--- config.mk ---
export PLATFORM = sky130hd
export DESIGN_NAME = single_wire_humidity_sensor_reader
export DESIGN_NICKNAME = d
export VERILOG_FILES = /design/src/design/swhsr_pkg.sv /design/src/design/swhsr_front.sv /design/src/design/swhsr_back.sv /design/src/design/single_wire_humidity_sensor_reader.sv
export SDC_FILE = /design/constraint.sdc
export NUM_CORES = 1
export LEC_CHECK = 0
export BUFFER_PORTS_ARGS = -buffer_cell sky130_fd_sc_hd__buf_2
export CORE_MARGIN = 3
export CORE_UTILIZATION = 27
export DETAILED_ROUTE_END_ITERATION = 6
export SYNTH_ARGS = -nofsm -noshare
export SYNTH_HDL_FRONTEND = slang
export SYNTH_SLANG_ARGS = --single-unit
--- constraint.sdc ---
create_clock -name clk -period 6.6 [get_ports clk]
set_clock_uncertainty 0.05 [all_clocks]
set_input_delay 1.32 -clock clk [delete_from_list [all_inputs] [get_ports clk]]
set_output_delay 1.32 -clock clk [all_outputs]
set_load 0.01 [all_outputs]
--- src/design/swhsr_pkg.sv ---
// Package for the single-wire humidity sensor reader.
// Holds the shared widths, register indexes, reset values and types.
// No dependencies; every other design file uses it.
package swhsr_pkg;

    localparam int CNT_W       = 16;
    localparam int CFG_W       = 16;
    localparam int CMP_W       = (CNT_W > CFG_W) ? CNT_W : CFG_W;
    localparam int BYTE_W      = 8;
    localparam int FRAME_BYTES = 5;
    localparam int FRAME_BITS  = 40;
    localparam int BITCNT_W    = 6;
    localparam int IDX_W       = 3;
    localparam int BITPOS_W    = 3;
    localparam int SUM_W       = BYTE_W + 2;
    localparam int S_TDATA_W   = 8;
    localparam int M_TDATA_W   = 48;
    localparam int APB_DATA_W  = 32;
    localparam int APB_ADDR_W  = 4;
    localparam int REG_IDX_W   = 2;
    localparam int QUEUE_DEPTH = 2;
    localparam int QPTR_W      = $clog2(QUEUE_DEPTH);
    localparam int QCNT_W      = $clog2(QUEUE_DEPTH + 1);

    localparam logic [BITPOS_W-1:0] BIT_MSB = BITPOS_W'(BYTE_W - 1);

    localparam logic [REG_IDX_W-1:0] REG_START_LOW     = 2'd0;
    localparam logic [REG_IDX_W-1:0] REG_ONE_THRESHOLD = 2'd1;
    localparam logic [REG_IDX_W-1:0] REG_MAX_BIT       = 2'd2;
    localparam logic [REG_IDX_W-1:0] REG_TIMEOUT       = 2'd3;

    localparam logic [CFG_W-1:0] START_LOW_RESET     = 16'd18000;
    localparam logic [CFG_W-1:0] ONE_THRESHOLD_RESET = 16'd90;
    localparam logic [CFG_W-1:0] MAX_BIT_RESET       = 16'd135;
    localparam logic [CFG_W-1:0] TIMEOUT_RESET       = 16'd4608;

    typedef enum logic [4:0] {
        PH_IDLE    = 5'b00001,
        PH_REQUEST = 5'b00010,
        PH_SYNC    = 5'b00100,
        PH_RECEIVE = 5'b01000,
        PH_CHECK   = 5'b10000
    } phase_t;

    typedef enum logic [2:0] {
        SYNC_WAIT_LOW  = 3'b001,
        SYNC_WAIT_HIGH = 3'b010,
        SYNC_WAIT_FALL = 3'b100
    } sync_t;

    typedef struct packed {
        logic [CFG_W-1:0] start_low_ticks;
        logic [CFG_W-1:0] one_threshold_ticks;
        logic [CFG_W-1:0] max_bit_ticks;
        logic [CFG_W-1:0] timeout_ticks;
    } cfg_t;

    typedef struct packed {
        logic start;
        logic line_level;
    } item_t;

    // Packed so that the struct equals the m_tdata layout, drive_low in bit 0.
    typedef struct packed {
        logic [5:0]          pad;
        logic [BITCNT_W-1:0] bits_received;
        logic [BYTE_W-1:0]   temperature_fraction;
        logic [BYTE_W-1:0]   temperature_whole;
        logic [BYTE_W-1:0]   humidity_fraction;
        logic [BYTE_W-1:0]   humidity_whole;
        logic                checksum_ok;
        logic                done_res;
        logic                busy_res;
        logic                drive_low;
    } result_t;

endpackage

--- src/design/swhsr_front.sv ---
// Front end of the sensor reader: takes tick words and classifies them.
// Classified words wait in a short queue for the back end.
// Depends on swhsr_pkg.
module swhsr_front
(
    input  logic                            clk,
    input  logic                            rst_n,
    input  logic                            s_tvalid,
    output logic                            s_tready,
    input  logic [swhsr_pkg::S_TDATA_W-1:0] s_tdata,
    input  logic                            s_tuser,
    output swhsr_pkg::item_t                q_item,
    output logic                            q_valid,
    input  logic                            q_pop
);

    swhsr_pkg::item_t                  queue_reg [swhsr_pkg::QUEUE_DEPTH];
    logic [swhsr_pkg::QPTR_W-1:0]      wr_ptr_reg;
    logic [swhsr_pkg::QPTR_W-1:0]      rd_ptr_reg;
    logic [swhsr_pkg::QCNT_W-1:0]      count_reg;
    logic                              push;
    logic                              pop;
    swhsr_pkg::item_t                  item_in;

    assign s_tready = (count_reg != swhsr_pkg::QCNT_W'(swhsr_pkg::QUEUE_DEPTH));
    assign push     = s_tvalid && s_tready;
    assign pop      = q_pop && q_valid;
    assign q_valid  = (count_reg != '0);
    assign q_item   = queue_reg[rd_ptr_reg];

    always_comb
    begin
        item_in.start      = s_tuser;
        item_in.line_level = s_tdata[0];
    end

    always_ff @(posedge clk)
    begin
        if (push)
        begin
            queue_reg[wr_ptr_reg] <= item_in;
        end
    end

    always_ff @(posedge clk or negedge rst_n)
    begin
        if (!rst_n)
        begin
            wr_ptr_reg <= '0;
            rd_ptr_reg <= '0;
            count_reg  <= '0;
        end
        else
        begin
            if (push)
            begin
                wr_ptr_reg <= wr_ptr_reg + 1'b1;
            end
            if (pop)
            begin
                rd_ptr_reg <= rd_ptr_reg + 1'b1;
            end
            if (push && !pop)
            begin
                count_reg <= count_reg + 1'b1;
            end
            else if (pop && !push)
            begin
                count_reg <= count_reg - 1'b1;
            end
        end
    end

endmodule

--- src/design/swhsr_back.sv ---
// Back end of the sensor reader: the measurement sequencer, bit decoder and
// frame store, followed by the result register. Depends on swhsr_pkg.
module swhsr_back
(
    input  logic                            clk,
    input  logic                            rst_n,
    input  swhsr_pkg::cfg_t                 cfg,
    input  swhsr_pkg::item_t                q_item,
    input  logic                            q_valid,
    output logic                            q_pop,
    output logic                            m_tvalid,
    input  logic                            m_tready,
    output logic [swhsr_pkg::M_TDATA_W-1:0] m_tdata
);

    swhsr_pkg::phase_t                  phase_reg, phase_next;
    swhsr_pkg::sync_t                   sync_reg, sync_next;
    logic [swhsr_pkg::CNT_W-1:0]        period_cnt_reg, period_cnt_next, period_inc;
    logic [swhsr_pkg::CNT_W-1:0]        timeout_cnt_reg, timeout_cnt_next, timeout_inc;
    logic                               prev_level_reg, prev_level_next;
    logic [swhsr_pkg::BYTE_W-1:0]       frame_reg [swhsr_pkg::FRAME_BYTES];
    logic [swhsr_pkg::BYTE_W-1:0]       frame_next [swhsr_pkg::FRAME_BYTES];
    logic [swhsr_pkg::IDX_W-1:0]        byte_idx_reg, byte_idx_next;
    logic [swhsr_pkg::BITPOS_W-1:0]     bit_pos_reg, bit_pos_next;
    logic [swhsr_pkg::BITCNT_W-1:0]     bit_cnt_reg, bit_cnt_next;
    logic                               sum_ok_reg, sum_ok_next;
    logic                               done;
    logic [swhsr_pkg::SUM_W-1:0]        sum;
    logic                               advance;
    logic                               m_tvalid_reg;
    swhsr_pkg::result_t                 result_reg, result_next;

    assign advance  = q_valid && (!m_tvalid_reg || m_tready);
    assign q_pop    = advance;
    assign m_tvalid = m_tvalid_reg;
    assign m_tdata  = result_reg;

    assign period_inc  = (period_cnt_reg == '1) ? period_cnt_reg : period_cnt_reg + 1'b1;
    assign timeout_inc = (timeout_cnt_reg == '1) ? timeout_cnt_reg : timeout_cnt_reg + 1'b1;
    assign sum = swhsr_pkg::SUM_W'(frame_reg[0]) + swhsr_pkg::SUM_W'(frame_reg[1])
               + swhsr_pkg::SUM_W'(frame_reg[2]) + swhsr_pkg::SUM_W'(frame_reg[3]);

    always_comb
    begin
        phase_next       = phase_reg;
        sync_next        = sync_reg;
        period_cnt_next  = period_cnt_reg;
        timeout_cnt_next = timeout_cnt_reg;
        prev_level_next  = prev_level_reg;
        frame_next       = frame_reg;
        byte_idx_next    = byte_idx_reg;
        bit_pos_next     = bit_pos_reg;
        bit_cnt_next     = bit_cnt_reg;
        sum_ok_next      = sum_ok_reg;
        done             = 1'b0;

        case (phase_reg)
            swhsr_pkg::PH_IDLE:
            begin
                if (q_item.start)
                begin
                    for (int i = 0; i < swhsr_pkg::FRAME_BYTES; i++)
                    begin
                        frame_next[i] = '0;
                    end
                    byte_idx_next    = '0;
                    bit_pos_next     = swhsr_pkg::BIT_MSB;
                    bit_cnt_next     = '0;
                    prev_level_next  = 1'b0;
                    sync_next        = swhsr_pkg::SYNC_WAIT_LOW;
                    sum_ok_next      = 1'b0;
                    period_cnt_next  = '0;
                    timeout_cnt_next = '0;
                    phase_next       = swhsr_pkg::PH_REQUEST;
                end
            end
            swhsr_pkg::PH_REQUEST:
            begin
                period_cnt_next = period_inc;
                if (swhsr_pkg::CMP_W'(period_inc) > swhsr_pkg::CMP_W'(cfg.start_low_ticks))
                begin
                    period_cnt_next  = '0;
                    timeout_cnt_next = '0;
                    sync_next        = swhsr_pkg::SYNC_WAIT_LOW;
                    phase_next       = swhsr_pkg::PH_SYNC;
                end
            end
            swhsr_pkg::PH_SYNC:
            begin
                if (swhsr_pkg::CMP_W'(timeout_cnt_reg) >= swhsr_pkg::CMP_W'(cfg.timeout_ticks))
                begin
                    phase_next       = swhsr_pkg::PH_RECEIVE;
                    period_cnt_next  = '0;
                    timeout_cnt_next = '0;
                end
                else
                begin
                    timeout_cnt_next = timeout_inc;
                    case (sync_reg)
                        swhsr_pkg::SYNC_WAIT_LOW:
                        begin
                            if (!q_item.line_level)
                            begin
                                sync_next = swhsr_pkg::SYNC_WAIT_HIGH;
                            end
                        end
                        swhsr_pkg::SYNC_WAIT_HIGH:
                        begin
                            if (q_item.line_level)
                            begin
                                sync_next = swhsr_pkg::SYNC_WAIT_FALL;
                            end
                        end
                        default:
                        begin
                            if (!q_item.line_level)
                            begin
                                sync_next        = swhsr_pkg::SYNC_WAIT_LOW;
                                phase_next       = swhsr_pkg::PH_RECEIVE;
                                period_cnt_next  = '0;
                                timeout_cnt_next = '0;
                            end
                        end
                    endcase
                end
            end
            swhsr_pkg::PH_RECEIVE:
            begin
                period_cnt_next = period_inc;
                if (!q_item.line_level && prev_level_reg)
                begin
                    period_cnt_next = '0;
                    if ((swhsr_pkg::CMP_W'(period_inc) < swhsr_pkg::CMP_W'(cfg.max_bit_ticks))
                        && (bit_cnt_reg < swhsr_pkg::BITCNT_W'(swhsr_pkg::FRAME_BITS))
                        && (byte_idx_reg < swhsr_pkg::IDX_W'(swhsr_pkg::FRAME_BYTES)))
                    begin
                        if (swhsr_pkg::CMP_W'(period_inc)
                            >= swhsr_pkg::CMP_W'(cfg.one_threshold_ticks))
                        begin
                            for (int i = 0; i < swhsr_pkg::FRAME_BYTES; i++)
                            begin
                                if (byte_idx_reg == swhsr_pkg::IDX_W'(i))
                                begin
                                    frame_next[i][bit_pos_reg] = 1'b1;
                                end
                            end
                        end
                        bit_cnt_next = bit_cnt_reg + 1'b1;
                        if (bit_pos_reg == '0)
                        begin
                            byte_idx_next = byte_idx_reg + 1'b1;
                            bit_pos_next  = swhsr_pkg::BIT_MSB;
                        end
                        else
                        begin
                            bit_pos_next = bit_pos_reg - 1'b1;
                        end
                    end
                end
                prev_level_next  = q_item.line_level;
                timeout_cnt_next = timeout_inc;
                if (swhsr_pkg::CMP_W'(timeout_inc) >= swhsr_pkg::CMP_W'(cfg.timeout_ticks))
                begin
                    phase_next = swhsr_pkg::PH_CHECK;
                end
            end
            default:
            begin
                sum_ok_next = (sum[swhsr_pkg::BYTE_W-1:0] == frame_reg[4]);
                done        = 1'b1;
                phase_next  = swhsr_pkg::PH_IDLE;
            end
        endcase
    end

    always_comb
    begin
        result_next                      = '0;
        result_next.drive_low            = (phase_next == swhsr_pkg::PH_REQUEST);
        result_next.busy_res             = (phase_next != swhsr_pkg::PH_IDLE);
        result_next.done_res             = done;
        result_next.checksum_ok          = sum_ok_next;
        result_next.humidity_whole       = frame_next[0];
        result_next.humidity_fraction    = frame_next[1];
        result_next.temperature_whole    = frame_next[2];
        result_next.temperature_fraction = frame_next[3];
        result_next.bits_received        = bit_cnt_next;
    end

    always_ff @(posedge clk or negedge rst_n)
    begin
        if (!rst_n)
        begin
            phase_reg       <= swhsr_pkg::PH_IDLE;
            sync_reg        <= swhsr_pkg::SYNC_WAIT_LOW;
            period_cnt_reg  <= '0;
            timeout_cnt_reg <= '0;
            prev_level_reg  <= 1'b0;
            for (int i = 0; i < swhsr_pkg::FRAME_BYTES; i++)
            begin
                frame_reg[i] <= '0;
            end
            byte_idx_reg    <= '0;
            bit_pos_reg     <= swhsr_pkg::BIT_MSB;
            bit_cnt_reg     <= '0;
            sum_ok_reg      <= 1'b0;
            m_tvalid_reg    <= 1'b0;
        end
        else
        begin
            if (advance)
            begin
                phase_reg       <= phase_next;
                sync_reg        <= sync_next;
                period_cnt_reg  <= period_cnt_next;
                timeout_cnt_reg <= timeout_cnt_next;
                prev_level_reg  <= prev_level_next;
                frame_reg       <= frame_next;
                byte_idx_reg    <= byte_idx_next;
                bit_pos_reg     <= bit_pos_next;
                bit_cnt_reg     <= bit_cnt_next;
                sum_ok_reg      <= sum_ok_next;
                m_tvalid_reg    <= 1'b1;
            end
            else if (m_tready)
            begin
                m_tvalid_reg <= 1'b0;
            end
        end
    end

    always_ff @(posedge clk)
    begin
        if (advance)
        begin
            result_reg <= result_next;
        end
    end

endmodule

--- src/design/single_wire_humidity_sensor_reader.sv ---
// Top level of the single-wire humidity sensor reader: register block, front end
// with its queue, and back end with the result register.
// Depends on swhsr_pkg, swhsr_front and swhsr_back.
//
// Each input word is one timer tick and gives exactly one result word. The block
// takes one tick per clock cycle, back to back, while m_tready is held high; each
// tick passes through the two-entry input queue and then the result register. The
// sequencer updates its state once per tick, which is what sets this rate.
// A start in s_tuser is honoured only while no measurement is running. The
// registers must be written only while the block is idle.
module single_wire_humidity_sensor_reader
(
    input  logic                             clk,
    input  logic                             rst_n,
    input  logic                             s_tvalid,
    output logic                             s_tready,
    input  logic [swhsr_pkg::S_TDATA_W-1:0]  s_tdata,   // [0] line_level
    input  logic                             s_tuser,   // [0] command
    output logic                             m_tvalid,
    input  logic                             m_tready,
    // [0] drive_low, [1] busy_res, [2] done_res, [3] checksum_ok,
    // [11:4] humidity_whole, [19:12] humidity_fraction, [27:20] temperature_whole,
    // [35:28] temperature_fraction, [41:36] bits_received
    output logic [swhsr_pkg::M_TDATA_W-1:0]  m_tdata,
    input  logic                             psel,
    input  logic                             penable,
    input  logic                             pwrite,
    input  logic [swhsr_pkg::APB_ADDR_W-1:0] paddr,
    input  logic [swhsr_pkg::APB_DATA_W-1:0] pwdata,
    output logic [swhsr_pkg::APB_DATA_W-1:0] prdata,
    output logic                             pready
);

    swhsr_pkg::cfg_t                    cfg_reg;
    swhsr_pkg::item_t                   q_item;
    logic                               q_valid;
    logic                               q_pop;
    logic [swhsr_pkg::REG_IDX_W-1:0]    reg_idx;
    logic                               wr_en;

    assign pready  = 1'b1;
    assign reg_idx = paddr[swhsr_pkg::APB_ADDR_W-1:2];
    assign wr_en   = psel && penable && pwrite && pready;

    always_ff @(posedge clk or negedge rst_n)
    begin
        if (!rst_n)
        begin
            cfg_reg.start_low_ticks     <= swhsr_pkg::START_LOW_RESET;
            cfg_reg.one_threshold_ticks <= swhsr_pkg::ONE_THRESHOLD_RESET;
            cfg_reg.max_bit_ticks       <= swhsr_pkg::MAX_BIT_RESET;
            cfg_reg.timeout_ticks       <= swhsr_pkg::TIMEOUT_RESET;
        end
        else if (wr_en)
        begin
            case (reg_idx)
                swhsr_pkg::REG_START_LOW:
                begin
                    cfg_reg.start_low_ticks <= pwdata[swhsr_pkg::CFG_W-1:0];
                end
                swhsr_pkg::REG_ONE_THRESHOLD:
                begin
                    cfg_reg.one_threshold_ticks <= pwdata[swhsr_pkg::CFG_W-1:0];
                end
                swhsr_pkg::REG_MAX_BIT:
                begin
                    cfg_reg.max_bit_ticks <= pwdata[swhsr_pkg::CFG_W-1:0];
                end
                default:
                begin
                    cfg_reg.timeout_ticks <= pwdata[swhsr_pkg::CFG_W-1:0];
                end
            endcase
        end
    end

    always_comb
    begin
        case (reg_idx)
            swhsr_pkg::REG_START_LOW:
            begin
                prdata = swhsr_pkg::APB_DATA_W'(cfg_reg.start_low_ticks);
            end
            swhsr_pkg::REG_ONE_THRESHOLD:
            begin
                prdata = swhsr_pkg::APB_DATA_W'(cfg_reg.one_threshold_ticks);
            end
            swhsr_pkg::REG_MAX_BIT:
            begin
                prdata = swhsr_pkg::APB_DATA_W'(cfg_reg.max_bit_ticks);
            end
            default:
            begin
                prdata = swhsr_pkg::APB_DATA_W'(cfg_reg.timeout_ticks);
            end
        endcase
    end

    swhsr_front u_front
    (
        .clk      (clk),
        .rst_n    (rst_n),
        .s_tvalid (s_tvalid),
        .s_tready (s_tready),
        .s_tdata  (s_tdata),
        .s_tuser  (s_tuser),
        .q_item   (q_item),
        .q_valid  (q_valid),
        .q_pop    (q_pop)
    );

    swhsr_back u_back
    (
        .clk      (clk),
        .rst_n    (rst_n),
        .cfg      (cfg_reg),
        .q_item   (q_item),
        .q_valid  (q_valid),
        .q_pop    (q_pop),
        .m_tvalid (m_tvalid),
        .m_tready (m_tready),
        .m_tdata  (m_tdata)
    );

endmodule

==> impl_metrics.csv, run 1 <==
group,metric,value,unit
clock_tree,numCtsBuffers,27,
clock_tree,cts.sinks,209,
layout,diodes,0,
critical_path,slowest_stage,"nor3_1",
synth,synthTopCellsByArea,"dfrtp_1, edfxtp_1, ha_1",
power,leakage,6.67,nW
sta,min_period,5.30,ns
route,wire_per_inst,17.2,um
layout,final-seq-area,5490,um^2
power,seqPwrFrac,0.393,
layout,final_common_cell,"nand2_1",
synth,synth_top_flop_cell,"dfrtp_1",
clock_tree,clock_latency,0.56,ns
clock_tree,hold_buffers,0,
clock_tree,post_cts_buffers,0,
critical_path,cp_cell_sequence,"ha_1 > nand3_4 > o41ai_1 > nor3_1 > nand4_1 > nor2_1 > xor2_1 > ha_1 > a21oi_1 > nand3_1 > or3_1 > a2111o_1 > a21oi_4 > nand3_1 > o21ai_0",
grt,first_global_vias,9726,
critical_path,r2r_end,"u_back.m_tdata[4]",
synth,ys_seq_area_frac,0.431,
grt,gr-total-overflow,0,
clock_tree,clk_path_buf_depth,3,
layout,final_layout_size_suffix_gt1_frac,0.180,
synth,synth_largest_area_cell,"dfrtp_1",
synth,synth_edf_count,46,
power,internal-power,0.00289,W
sta,relSlewSlack,0.370,
grt,grt_max_degree,67,
critical_path,crit_path_max_incr_delay,0.47,ns
power,max-vdd-ir-drop,0.190,mV
status,run_status,"finished clean",
sta,rsz0062_at_grt,"no",
route,drt.antenna.violating_nets,0,
critical_path,r2r_cells,15,
floorplanning,die_w,223,um
route,drt-total-wl,33600,um
route,drtIter0Drc,719,
worst_hold_path,holdPathEnd,"u_back.m_tvalid",
grt,antenna_found_initial,2,
layout,n_fill_cell,4743,
route,vias,9906,
synth,synth_seq_cells,209,
placed_design,io_buffers,86,
layout,largest_reg_flops,64,
synth,yosys.area.top_type_share,0.281,
critical_path,end_kind,"flip-flop",
worst_hold_path,hold_path_depth,2,
power,power_density,299,nW/um^2
critical_path,critPathBufInv,0,
sta,setup_viol,0,
floorplanning,io-pin-count,135,
grt,grt_pass1_wl,54200,um
power,clkPwrFrac,0.340,
power,pwr-share-comb,0.267,
floorplanning,design.die.area,49800,um^2
power,p_sw_frac,0.339,
route,firstDrtPassIters,5,
synth,synth_area,12700,um^2
synth,ys.warnings.count,0,
sta,fmax,189,MHz
synth,synth_cells,1251,
floorplanning,fp.dieH,223,um
sta,drv_slew,0,
synth,synthDistinctLibCells,74,
sta,holdWs,0.443,ns
route,avgViaCountPerCell,5.08,
critical_path,crit_type,"flip-flop to flip-flop",
clock_tree,root_buffer,"clkbuf_16",
floorplanning,core_area,46000,um^2
critical_path,r2r_start,"u_back.period_cnt_reg[0]",
sta,finalHoldViolCount,0,
worst_hold_path,hp-class,"flip-flop to flip-flop",
power,p_sw,0.00148,W
clock_tree,htree_num_levels,1,
clock_tree,cts_tree,"yes",
synth,avgSynthCellArea,10.2,um^2
floorplanning,initial_core_util,0.277,
layout,multiInputGateArea,6600,um^2
clock_tree,cts_resized,0,
grt,grt_use_total,0.133,
layout,nets,1492,
synth,synthArstFlopShare,0.780,
layout,syn_to_final_growth,14.8,%
layout,final_cell_mix,"nand2_1, dfrtp_1, o21ai_0, ha_1, buf_2",
critical_path,required,6.86,ns
route,drcViolationCount,0,
worst_hold_path,worstHoldStart,"u_back.m_tvalid",
critical_path,critical_path_arrival,5.56,ns
clock_tree,cts.reportedPaths.clkPinSlew,0.06,ns
critical_path,regToRegSetupSlack,1.30,ns
flow_run,cap_violations,0,
placed_design,dp_hpwl,24400,um
placed_design,gp_congestion,0.835,
sta,worstMarginPinSlew,0.945,ns
floorplanning,rows,78,
sta,finalCritPeriodShare,0.803,
sta,setup_tns,0,ns
critical_path,crit_family,"simple AND/OR/NAND/NOR gates",
critical_path,cp-start-kind,"flip-flop",
critical_path,crit_path_max_fanout,9,
-- routing by layer --
| layer | global-route usage | vias up | share of wire |
|---|---|---|---|
| li1 | - | 4650 | - |
| met1 | 0.187 | 4939 | 0.45 |
| met2 | 0.216 | 268 | 0.47 |
| met3 | 0.0241 | 47 | 0.058 |
| met4 | 0.0275 | 2 | 0.020 |
| met5 | 0 | - | 0.00021 |
-- synthesized netlist by cell type, types with 13 or more instances --
cell type,number
nand2_1,163
dfrtp_1,143
o21ai_0,121
ha_1,97
inv_1,84
edfxtp_1,46
nor2_1,45
mux2_2,43
nand3_1,40
a21oi_1,35
clkbuf_1,34
xnor2_1,28
buf_4,25
a21o_1,22
nand4_1,22
dfstp_2,20
nor3_1,17
mux4_2,16
a31oi_1,14
fa_1,14
a211oi_1,13
and3_1,13
nand2b_1,13
xor2_1,13
-- per-stage QoR --
step / cells / area, um^2 / utilization / worst slack, ns / power (W)
after CTS: 1950 / 14600 / 0.318 / 1.37 / 0.00443
after floorplan: 1272 / 12800 / - / 2.44 / 0.00248
final: 1950 / 14600 / 0.318 / 1.30 / 0.00437
after global placement: 1900 / 13700 / 0.298 / 1.43 / 0.00289
after global routing: 1950 / 14600 / 0.318 / 0.880 / 0.00462
after detailed placement: 1900 / 13700 / 0.298 / 1.46 / 0.00292
-- cell type report --
| type | instances | share of cell area |
|---|---|---|
| clock buffers | 41 | 0.0562 |
| clock inverters | 9 | 0.00574 |
| inverters | 85 | 0.0218 |
| multi-input cells | 906 | 0.452 |
| flip-flops and latches | 209 | 0.376 |
| well taps | 600 | 0.0514 |
| repair buffers | 100 | 0.0371 |
-- power by group through the flow --
stage	Sequential [W]	Combinational [W]	Clock (W)
floorplan	0.00175	0.000737	0
global placement	0.00174	0.00116	0
detailed placement	0.00175	0.00117	0
CTS	0.00172	0.00118	0.00153
global route	0.00175	0.00130	0.00158
finish	0.00172	0.00117	0.00148
-- cell families after synthesis --
group / Yosys count / synth area share
DFF: 209 / 0.431
buffers and inverters: 157 / 0.0572
xor gates and xnor gates: 41 / 0.0282
and+or+nand+nor: 379 / 0.148
muxes: 62 / 0.0688
other: 2 / 0.000590
adders and majority gates: 111 / 0.117
AOI/OAI and AO/OA: 290 / 0.148
-- how the worst max path moves through the flow --
| stage | slack [ns] | end | depth (start not counted) | from |
|---|---|---|---|---|
| 2_1_floorplan | 2.44 | prdata[10] | 3 | paddr[3] |
| 3_3_place_gp | 1.43 | u_back.m_tdata[4] | 15 | u_back.period_cnt_reg[0] |
| 3_5_place_dp | 1.46 | u_back.m_tdata[4] | 15 | u_back.period_cnt_reg[0] |
| 4_1_cts | 1.37 | u_back.m_tdata[4] | 15 | u_back.period_cnt_reg[0] |
| 5_1_grt | 0.88 | u_back.m_tdata[4] | 15 | u_back.period_cnt_reg[0] |
| 6_report | 1.30 | u_back.m_tdata[4] | 15 | u_back.period_cnt_reg[0] |
-- worst register-to-register path: stages (launching register included) --
cell      delay [ns]
dfrtp_1         0.46
ha_1            0.31
nand3_4         0.14
o41ai_1         0.12
nor3_1          0.47
nand4_1         0.37
nor2_1          0.26
xor2_1          0.34
ha_1            0.33
a21oi_1         0.14
nand3_1         0.08
or3_1           0.40
a2111o_1        0.42
a21oi_4         0.34
nand3_1         0.38
o21ai_0         0.44
(Power assumes the default switching activity.)
==> inputs of run 2 (changes only) <==
clock period = 4.5 ns   (was 6.6 ns; I/O delays follow)
==> impl_metrics.csv, run 2 (synthesis gave the netlist of run 1 again) <==
group,metric,value,unit
grt,grt_max_degree,75,
clock_tree,htree_num_levels,1,
route,wire_per_inst,17.2,um
grt,gr-total-overflow,0,
critical_path,crit_end,"u_back.m_tdata[19]",
critical_path,required,4.77,ns
clock_tree,clk_path_buf_depth,3,
layout,final_cell_mix,"nand2_1, dfrtp_1, o21ai_0, ha_1, buf_2",
grt,grt.met3_usage,0.0261,
critical_path,end_kind,"flip-flop",
power,max-vdd-ir-drop,0.261,mV
sta,min_period,4.40,ns
route,drt.antenna.violating_nets,0,
critical_path,crit_path_max_incr_delay,0.48,ns
layout,final_layout_size_suffix_gt1_frac,0.208,
flow_run,cap_violations,0,
clock_tree,clock_latency,0.54,ns
critical_path,critical_path_arrival,4.67,ns
route,drtIter0Drc,692,
sta,rsz0062_at_grt,"yes",
worst_hold_path,hp-class,"input port to async pin",
clock_tree,cts.reportedPaths.clkPinSlew,0.06,ns
status,run_status,"finished clean",
clock_tree,root_buffer,"clkbuf_16",
critical_path,regToRegSetupSlack,0.1,ns
grt,use_met1,0.191,
critical_path,critPathLaunch,"u_back.period_cnt_reg[1]",
route,firstDrtPassIters,5,
route,drcViolationCount,0,
sta,setup_viol,0,
critical_path,critPathBufInv,2,
sta,finalCritPeriodShare,0.978,
critical_path,worst-path-stages,16,
floorplanning,die_w,223,um
power,total_power,0.00626,W
placed_design,io_buffers,86,
floorplanning,io-pin-count,135,
floorplanning,core_area,46000,um^2
critical_path,r2r_start,"u_back.period_cnt_reg[1]",
sta,relSlewSlack,0.381,
critical_path,crit_type,"flip-flop to flip-flop",
placed_design,gp_congestion,0.861,
grt,top_usage_layer,"met2",
critical_path,cp-start-kind,"flip-flop",
route,vias,9901,
route,drt-total-wl,34200,um
sta,worstMarginPinSlew,0.928,ns
critical_path,r2r_end,"u_back.m_tdata[19]",
grt,antenna_found_initial,2,
placed_design,dp_cells,1933,
sta,layout_setup_ws,0.0975,ns
power,power_density,421,nW/um^2
clock_tree,numCtsBuffers,24,
critical_path,slowest_stage,"a2111o_1",
grt,first_global_vias,9681,
critical_path,crit_family,"compound AO/OA/AOI/OAI gates",
layout,largest_reg_flops,64,
sta,holdWs,0.366,ns
power,leakage,6.81,nW
sta,drv_slew,0,
floorplanning,fp.dieH,223,um
placed_design,dpl_worst_slack,0.0191,ns
floorplanning,design.die.area,49800,um^2
route,avgViaCountPerCell,4.99,
sta,fmax,227,MHz
floorplanning,rows,78,
placed_design,dp_hpwl,25200,um
grt,use_met2,0.214,
grt,grt_use_total,0.134,
layout,diodes,0,
critical_path,cp_cell_sequence,"ha_1 > nand3_4 > buf_4 > nor4_4 > nor2_1 > nand3_1 > xnor2_1 > ha_1 > a211oi_2 > o21a_1 > and3b_1 > a2111o_1 > a21oi_4 > nand3_1 > buf_4 > o21ai_0",
critical_path,crit_path_max_fanout,8,
sta,finalHoldViolCount,0,
layout,n_fill_cell,4720,
layout,nets,1528,
clock_tree,cts.sinks,209,
clock_tree,hold_buffers,0,
clock_tree,cts_tree,"yes",
grt,grt_pass1_wl,54600,um
layout,syn_to_final_growth,16.9,%
critical_path,r2r_cells,16,
sta,setup_tns,0,ns
layout,finalNonFillerCells,1983,
layout,final_common_cell,"nand2_1",
floorplanning,initial_core_util,0.277,
[run 2: changes by cell type in the layout (fill, tap and decap cells not counted), sizes merged]
cell      delta
buf         +39
bufinv       +1
clkbuf       -7
clkinvlp     +1
inv          -1
[run 2: what timing repair did]
action	CTS	global route
buffers inserted	1	5
cloned	0	0
gates resized for setup	1	20
setup endpoints to repair	5	85
pin swaps	0	8
[run 2: how the worst min path moves through the flow]
stage	cells past startpoint	to	startpoint
after global routing	1	u_back.frame_reg[16]	rst_n
after floorplan	1	u_front.wr_ptr_reg	u_front.wr_ptr_reg
final	1	u_back.frame_reg[16]	rst_n
after global placement	1	u_front.wr_ptr_reg	u_front.wr_ptr_reg
after CTS	1	u_back.frame_reg[16]	rst_n
after detailed placement	1	u_front.wr_ptr_reg	u_front.wr_ptr_reg
[run 2: stage by stage]
step	utilization	cell area (um^2)
6_report	0.324	14900
5_1_grt	0.324	14900
4_1_cts	0.322	14800
3_5_place_dp	0.304	14000
3_3_place_gp	0.304	14000
2_1_floorplan	-	12800
[run 2: final cells by class]
class                   count  area, um^2  area share
inverters                  85         319      0.0214
flip-flops and latches    209        5490       0.369
clock inverters            10         103     0.00690
multi-input cells         906        6670       0.448
clock buffers              34         679      0.0457
repair buffers            139         872      0.0586
well taps                 600         751      0.0505
[run 2: routing by layer]
layer,vias to the layer above,share of wire
li1,4719,-
met2,291,0.46
met5,-,0.00099
met1,4833,0.46
met4,4,0.020
met3,54,0.064
[run 2: report_power, final]
group          switching, W  internal, W
Sequential         0.000182      0.00233
Clock              0.000820      0.00116
Combinational       0.00115     0.000619
